**src/rtl/core/rvie_pkg.sv**
```systemverilog
package rvie_pkg;

	// Result status codes.
	localparam logic [3:0] ST_OK        = 4'd0;
	localparam logic [3:0] ST_HALT      = 4'd1;
	localparam logic [3:0] ST_PANIC     = 4'd2;
	localparam logic [3:0] ST_SYSCALL   = 4'd3;
	localparam logic [3:0] ST_BADOP     = 4'd4;
	localparam logic [3:0] ST_MEMFAULT  = 4'd5;
	localparam logic [3:0] ST_OVERFLOW  = 4'd6;
	localparam logic [3:0] ST_UNDERFLOW = 4'd7;
	localparam logic [3:0] ST_DIVZERO   = 4'd8;
	localparam logic [3:0] ST_BADREG    = 4'd9;

	// Opcodes.
	localparam logic [7:0] OP_HALT   = 8'h00;
	localparam logic [7:0] OP_PANIC  = 8'he0;
	localparam logic [7:0] OP_MOVE   = 8'hd0;
	localparam logic [7:0] OP_MOVEI  = 8'hd1;
	localparam logic [7:0] OP_MOVEIB = 8'hd2;
	localparam logic [7:0] OP_LOAD   = 8'hd3;
	localparam logic [7:0] OP_LOADB  = 8'hd4;
	localparam logic [7:0] OP_STORE  = 8'hd5;
	localparam logic [7:0] OP_STOREB = 8'hd6;
	localparam logic [7:0] OP_PUSH   = 8'hd7;
	localparam logic [7:0] OP_POP    = 8'hd8;
	localparam logic [7:0] OP_JUMP   = 8'hf0;
	localparam logic [7:0] OP_CJUMP  = 8'hf1;
	localparam logic [7:0] OP_CALL   = 8'hf2;
	localparam logic [7:0] OP_RET    = 8'hf3;
	localparam logic [7:0] OP_SYSC   = 8'hf4;
	localparam logic [7:0] OP_CMP    = 8'hc0;
	localparam logic [7:0] OP_ISEQ   = 8'hc1;
	localparam logic [7:0] OP_ISLT   = 8'hc2;
	localparam logic [7:0] OP_ISGT   = 8'hc3;
	localparam logic [7:0] OP_ISLE   = 8'hc4;
	localparam logic [7:0] OP_ISGE   = 8'hc5;
	localparam logic [7:0] OP_ADD    = 8'ha0;
	localparam logic [7:0] OP_SUB    = 8'ha1;
	localparam logic [7:0] OP_MUL    = 8'ha2;
	localparam logic [7:0] OP_DIV    = 8'ha3;
	localparam logic [7:0] OP_REM    = 8'ha4;
	localparam logic [7:0] OP_AND    = 8'hb0;
	localparam logic [7:0] OP_OR     = 8'hb1;
	localparam logic [7:0] OP_XOR    = 8'hb2;
	localparam logic [7:0] OP_NOT    = 8'hb3;

	// Register indexes with a fixed role.
	localparam logic [2:0] R_SP = 3'd0;
	localparam logic [2:0] R_ST = 3'd1;

	// Shared iterative unit operations.
	typedef enum logic [1:0] {
		ITER_MUL = 2'd0,
		ITER_DIV = 2'd1,
		ITER_REM = 2'd2
	} iter_op_t;

	// Start request toward the iterative unit, and busy and done status from it.
	typedef struct packed {
		logic     start;
		iter_op_t op;
	} iter_req_t;

	typedef struct packed {
		logic busy;
		logic done;
	} iter_stat_t;

endpackage

```
**src/rtl/core/rvie_iter.sv**
```systemverilog
// Shared multi-cycle unit: a 64-bit shift-add multiplier and a restoring
// divider, one bit per cycle.
module rvie_iter (
	input  logic                 clk,
	input  logic                 arst_n,
	input  rvie_pkg::iter_req_t  req,
	input  logic [63:0]          opa,
	input  logic [63:0]          opb,
	output rvie_pkg::iter_stat_t stat,
	output logic [63:0]          result
);

	logic                 busy_q;
	logic                 done_q;
	logic [6:0]           cnt_q;
	rvie_pkg::iter_op_t   op_q;
	logic [63:0]          acc_q;
	logic [63:0]          a_q;
	logic [63:0]          b_q;
	logic [64:0]          trial;
	logic [63:0]          rem_sh;

	// One step of the restoring divider.
	assign rem_sh = {acc_q[62:0], a_q[63]};
	assign trial  = {acc_q[63], rem_sh} - {1'b0, b_q};

	always_ff @(posedge clk or negedge arst_n) begin
		if (!arst_n) begin
			busy_q <= 1'b0;
			done_q <= 1'b0;
			cnt_q  <= '0;
		end else begin
			done_q <= 1'b0;
			if (req.start) begin
				busy_q <= 1'b1;
				cnt_q  <= 7'd64;
			end else if (busy_q) begin
				cnt_q <= cnt_q - 7'd1;
				if (cnt_q == 7'd1) begin
					busy_q <= 1'b0;
					done_q <= 1'b1;
				end
			end
		end
	end

	// Datapath registers need no reset.
	always_ff @(posedge clk) begin
		if (req.start) begin
			op_q  <= req.op;
			acc_q <= '0;
			a_q   <= opa;
			b_q   <= opb;
		end else if (busy_q) begin
			if (op_q == rvie_pkg::ITER_MUL) begin
				acc_q <= (a_q[0] ? acc_q + b_q : acc_q);
				a_q   <= {1'b0, a_q[63:1]};
				b_q   <= {b_q[62:0], 1'b0};
			end else begin
				if (!trial[64]) begin
					acc_q <= trial[63:0];
					a_q   <= {a_q[62:0], 1'b1};
				end else begin
					acc_q <= rem_sh;
					a_q   <= {a_q[62:0], 1'b0};
				end
			end
		end
	end

	assign stat.busy = busy_q;
	assign stat.done = done_q;
	assign result = (op_q == rvie_pkg::ITER_DIV) ? a_q : acc_q;

endmodule

```
**config.mk**
```make
export PLATFORM = sky130hd
export DESIGN_NAME = rvie_iter
export DESIGN_NICKNAME = d
export VERILOG_FILES = /design/src/rtl/core/rvie_pkg.sv /design/src/rtl/core/rvie_iter.sv
export SDC_FILE = /design/constraint.sdc
export NUM_CORES = 1
export LEC_CHECK = 0
export ABC_CLOCK_PERIOD_IN_PS = 4300
export BUFFER_PORTS_ARGS = -buffer_cell sky130_fd_sc_hd__buf_2
export CORE_MARGIN = 1
export CORE_UTILIZATION = 25
export DETAILED_ROUTE_END_ITERATION = 10
export SETUP_SLACK_MARGIN = 0.3
export SYNTH_ARGS = -nofsm -noshare
export SYNTH_HDL_FRONTEND = slang
export SYNTH_SLANG_ARGS = --single-unit
export TNS_END_PERCENT = 100
```
**constraint.sdc**
```tcl
create_clock -name clk -period 4.3 [get_ports clk]
set_input_delay 0.645 -clock clk [delete_from_list [all_inputs] [get_ports clk]]
set_output_delay 0.645 -clock clk [all_outputs]
set_load 0.01 [all_outputs]
```
# Word level (Yosys, flattened, before mapping)

Cells that the tools add are included.
Widths: inputs -> output; s select.

Add/sub/neg operators: 3
Equality and inequality tests: 3
Multiplexer cells: 19
Reduce and logical (&&, ||, !) cells: 5

Operator list:

| cell                | count |
|---|---|
| $mux 64             | 10 |
| $sub 65x64->65      | 1 |
| $add 64x64->64      | 1 |
| $mux 7              | 2 |
| $eq 7x1->1 const B  | 1 |
| $mux 1              | 7 |
| $sub 7x1->7 const B | 1 |
| $reduce_and 2->1    | 2 |
| $reduce_bool 2->1   | 2 |
| $eq 2x1->1 const B  | 1 |
| $logic_not 2->1     | 1 |
| $ne 2x2->1 const B  | 1 |

Bits in registers: 203
Bits of input ports: 133
Word-level logic and storage cells: 37

# Logic depth before layout (Yosys ltp)

Word-level depth: 5
Depth in mapped cells: 16
Gate-level depth less buffers: 14

# Worst setup path before layout

OpenSTA, ideal clock, no wires.

Path type: reg2reg
From: reg a_q[63]
To: reg acc_q[12]
Setup time: 0.116 ns
Data arrival time: 3.138 ns
Required time: 4.184 ns
Slack: 1.046 ns
Stages on the path, launching flop included: 16
Cell sequence: edfxtp_1 inv_1 ha_1 fa_1 nand2b_1 a21oi_2 o211ai_2 a211oi_2 o21ai_1 nand3_2 a31oi_2 o311ai_4 buf_4 mux2_2 a21oi_1 nor2_1

Cells in the longest elaborated chain, start to end: 3

RTL lines:

| what                   | line            | RTL |
|---|---|---|
| from (decl)            | rvie_iter.sv:18 | `logic [63:0] a_q;` |
| from (signal assigned) | rvie_iter.sv:52 | `a_q <= opa;` |
| from (signal assigned) | rvie_iter.sv:57 | `a_q <= {1'b0, a_q[63:1]};` |
| from (signal assigned) | rvie_iter.sv:62 | `a_q <= {a_q[62:0], 1'b1};` |
| $sub 65x64->65         | rvie_iter.sv:25 | `assign trial = {acc_q[63], rem_sh} - {1'b0, b_q};` |
| $mux 64                | rvie_iter.sv:60 | `if (!trial[64]) begin` |
| $mux 64                | rvie_iter.sv:55 | `if (op_q == rvie_pkg::ITER_MUL) begin` |
| to (signal assigned)   | rvie_iter.sv:56 | `acc_q <= (a_q[0] ? acc_q + b_q : acc_q);` |
| to (signal assigned)   | rvie_iter.sv:61 | `acc_q <= trial[63:0];` |
| to (signal assigned)   | rvie_iter.sv:64 | `acc_q <= rem_sh;` |
| to (decl)              | rvie_iter.sv:17 | `logic [63:0] acc_q;` |

No other way between the ends.
A chain may end at the register's enable or synchronous reset.

# Worst setup path after layout

From: reg b_q[5]
To: reg acc_q[58]

Cells in the longest elaborated chain, start to end: 3
Elaborated cells on any way between the ends: 5
Those cells by class: add/sub (2); mux (3)

RTL lines:

| what                                             | line                             | RTL |
|---|---|---|
| from (decl)                                      | rvie_iter.sv:19                  | `logic [63:0] b_q;` |
| from (signal assigned)                           | rvie_iter.sv:53                  | `b_q <= opb;` |
| from (signal assigned)                           | rvie_iter.sv:58                  | `b_q <= {b_q[62:0], 1'b0};` |
| $sub 65x64->65 or $add 64x64->64 (tied branches) | rvie_iter.sv:25, rvie_iter.sv:56 |  |
| $mux 64 (on tied branches)                       | rvie_iter.sv:60, rvie_iter.sv:56 |  |
| $mux 64 (*)                                      | rvie_iter.sv:55                  |  |

Mark *: on every way between the ends. The rest lies on a longest branch, timed or not. The select of a mux whose other input is x is not followed.

==> metrics.cfg <==
[status]
status = completed

[layout]
drive_above_1_share_pct = 17.3
nFillCells = 7761
final_common_cell = nand2_1
final_nets = 2571
mostFrequentLayoutCells = nand2_1, o21ai_0, buf_2
syn2layout_area_growth_pct = 16.9
final_cells = 3280

[synth]
synth_edf_count = 130
synth_top_cell_area_share_pct = 21.6
ys_ff_latch = 203
synthCells = 2158
ys_types = 91
synth_area_um2 = 18100
yosysSeqAreaShare_pct = 29.9
async_flop_share_pct = 4.43
yosys-top-cells-area = edfxtp_1, ha_1, o21ai_0
yosysWarnings = 0
syn_avg_cell_area_um2 = 8.39
synth-main-ff-cell = edfxtp_1
synth_largest_area_cell = edfxtp_1
synth.net_count = 2422

[grt]
grt_antenna_before_repair = 4
overflow = 0
grt_max_degree = 169
grt_first_pass_wirelength_mm = 98.2
grt_usage_pct = 17.0
grt_pass1_vias = 16400

[timing]
fmax_mhz = 258
period_share_pct = 90.0
finalSetupTns_ns = 0
setup_viol = 0
slew_violations = 0
fin_crit_ns = 3.87
rsz0062_at_grt = yes
skew_ns = 0.0336
worst_slew_pin_slew_ns = 1.28
hold_viol_final = 0
relSlewSlack_pct = 14.2
hold_ws_ns = 0.247

[clocking]
cts_buffers = 28
postCtsSetupBuffers = 0
cts_htree_levels = 1
cts_buffer_depth = 3
cts_sinks = 203
clockRootBuffer = clkbuf_16
clk_pin_slew_worst_paths_ns = 0.06
cts_tree = done
clk_latency_ns = 0.58

[floorplan]
ioPinCount = 199
die_area_um2 = 73500
rows = 98
core_area_um2 = 71600
start_util_pct = 25.3
die_w_um = 271
die_height_um = 271

[critical_path]
cp.required_ns = 4.79
r2r_slack_ns = 0.43
cp-start-kind = flip-flop
crit_fanout = 6
r2r.worst_path.cells = 12
arrival_ns = 4.36
cp-end-kind = flip-flop
path_class = flip-flop to flip-flop
timing.rr.end = acc_q[58]$_SDFFE_PP0P_
timing.rr.start = b_q[5]$_DFFE_PP_

[placed_design]
gp_congestion = 0.927
place_inst = 3226
io_buffers = 198
hpwl_mm = 50.2

[job]
drv_cap = 0

[detailed_routing]
viasPerCell = 5.13
drcViolationCount = 0
ant_nets = 0
dr.pass1.iters = 5
drt-total-wl_mm = 64.6
drtIter0Drc = 1181
num_vias = 16800
wl_per_cell_um = 19.7

[power]
ir_drop_mv = 0.391
leakage_uw = 0.00956
power.density_nw_per_um2 = 695

[worst_hold_path]
hold_start = req[1]
min_path_cells = 1
holdPathEnd = op_q[1]$_DFFE_PP_
hold_class = input pin to flip-flop

## synthesized netlist by cell type, types with 6 or more instances
cell,n
a211o_1,7
a211oi_1,23
a21boi_0,6
a21o_1,90
a21oi_1,173
a22oi_1,8
a31oi_1,26
and2_1,11
and3_1,11
buf_2,21
clkbuf_1,89
dfrtp_1,9
dfxtp_1,64
edfxtp_1,130
ha_1,129
inv_1,102
mux2_2,75
mux2i_1,100
nand2_1,269
nand2b_1,14
nand3_1,31
nand4_1,41
nor2_1,96
nor2b_1,21
nor3_1,17
o2111ai_1,6
o211ai_1,19
o21a_1,18
o21ai_0,262
o21ai_1,7
o21bai_1,24
o221ai_1,7
o22ai_1,9
or3_1,11
xnor2_1,63
xor2_1,52
## cell type report
| cell class | count | area [µm²] | share of cell area (%) |
|---|---|---|---|
| Multi-Input combinational cell | 1724 | 11800 | 55.6 |
| Sequential cell | 203 | 5410 | 25.6 |
| Timing Repair Buffer | 247 | 1450 | 6.83 |
| Tap cell | 950 | 1190 | 5.62 |
| Clock buffer | 37 | 744 | 3.52 |
| Inverter | 103 | 387 | 1.83 |
| Clock inverter | 15 | 209 | 0.988 |
| Antenna cell | 1 | 2.50 | 0.0118 |
## worst max path at each step
stage,start,endpoint,slack [ns]
floorplan,a_q[63]$_DFFE_PP_,acc_q[12]$_SDFFE_PP0P_,1.05
global placement,a_q[63]$_DFFE_PP_,acc_q[58]$_SDFFE_PP0P_,0.45
detailed placement,a_q[63]$_DFFE_PP_,acc_q[58]$_SDFFE_PP0P_,0.41
CTS,a_q[63]$_DFFE_PP_,acc_q[58]$_SDFFE_PP0P_,0.36
global route,a_q[63]$_DFFE_PP_,acc_q[50]$_SDFFE_PP0P_,0.25
finish,b_q[5]$_DFFE_PP_,acc_q[58]$_SDFFE_PP0P_,0.43
## report_power, final
| part | leakage (µW) | internal [µW] | switching, µW | total [µW] |
|---|---|---|---|---|
| Clock | 0.000470 | 1510 | 973 | 2490 |
| Sequential | 0.00201 | 2590 | 563 | 3150 |
| Combinational | 0.00708 | 3810 | 5250 | 9060 |
| Total | 0.00956 | 7910 | 6790 | 14700 |
## layer usage
metal  global-route usage [%]  wire (µm)  up-vias
met4                     4.73       1520        6
met5                        0         41        -
met1                     22.5      29300     8019
met2                     28.3      30100      477
li1                         -          -     8236
met3                     2.98       3720       93
## cells by family (layout without fill, tap and decap cells)
logic type	count (synthesis)	in the layout	synth area share (%)
flip-flops	203	203	29.9
AND/OR/NAND/NOR	550	550	13.9
AO/OA/AOI/OAI	753	753	26.0
XOR/XNOR	115	115	5.57
adder cells (fa/ha/maj)	131	131	9.14
multiplexers	175	175	10.2
other	0	1	0
buffers and inverters	231	402	5.35
## sequential cells by signal, summed over array words and instances, names as in the netlist
register and count:
cnt_q 7, a_q 64, done_q 1, op_q 2, acc_q 64, b_q 64
busy_q 1
## worst max-delay path, cell delays in order (launching register included)
cell	delay (ns)
edfxtp_1	0.40
inv_1	0.11
ha_1	0.32
a2111o_1	0.45
o21ai_0	0.42
a31oi_2	0.23
a21oi_1	0.31
o22ai_2	0.19
a31oi_1	0.34
a221oi_2	0.15
a221oi_1	0.37
mux2_2	0.38
a21oi_1	0.11
## through the flow
stage	setup WS, ns	utilization [%]	power, µW	area [µm²]
finish	0.431	29.5	14700	21200
global route	0.250	29.5	15800	21200
CTS	0.358	29.5	14700	21100
detailed placement	0.407	28.2	12100	20200
global placement	0.452	28.2	12100	20200
floorplan	1.05	-	9690	18100
## repair_timing
action | CTS | global route
resized for setup | 0 | 5
endpoints found under the setup margin | 0 | 7
hold endpoints to repair | 9 | 0
hold buffers | 1 | 0
(Power assumes the default switching activity.)
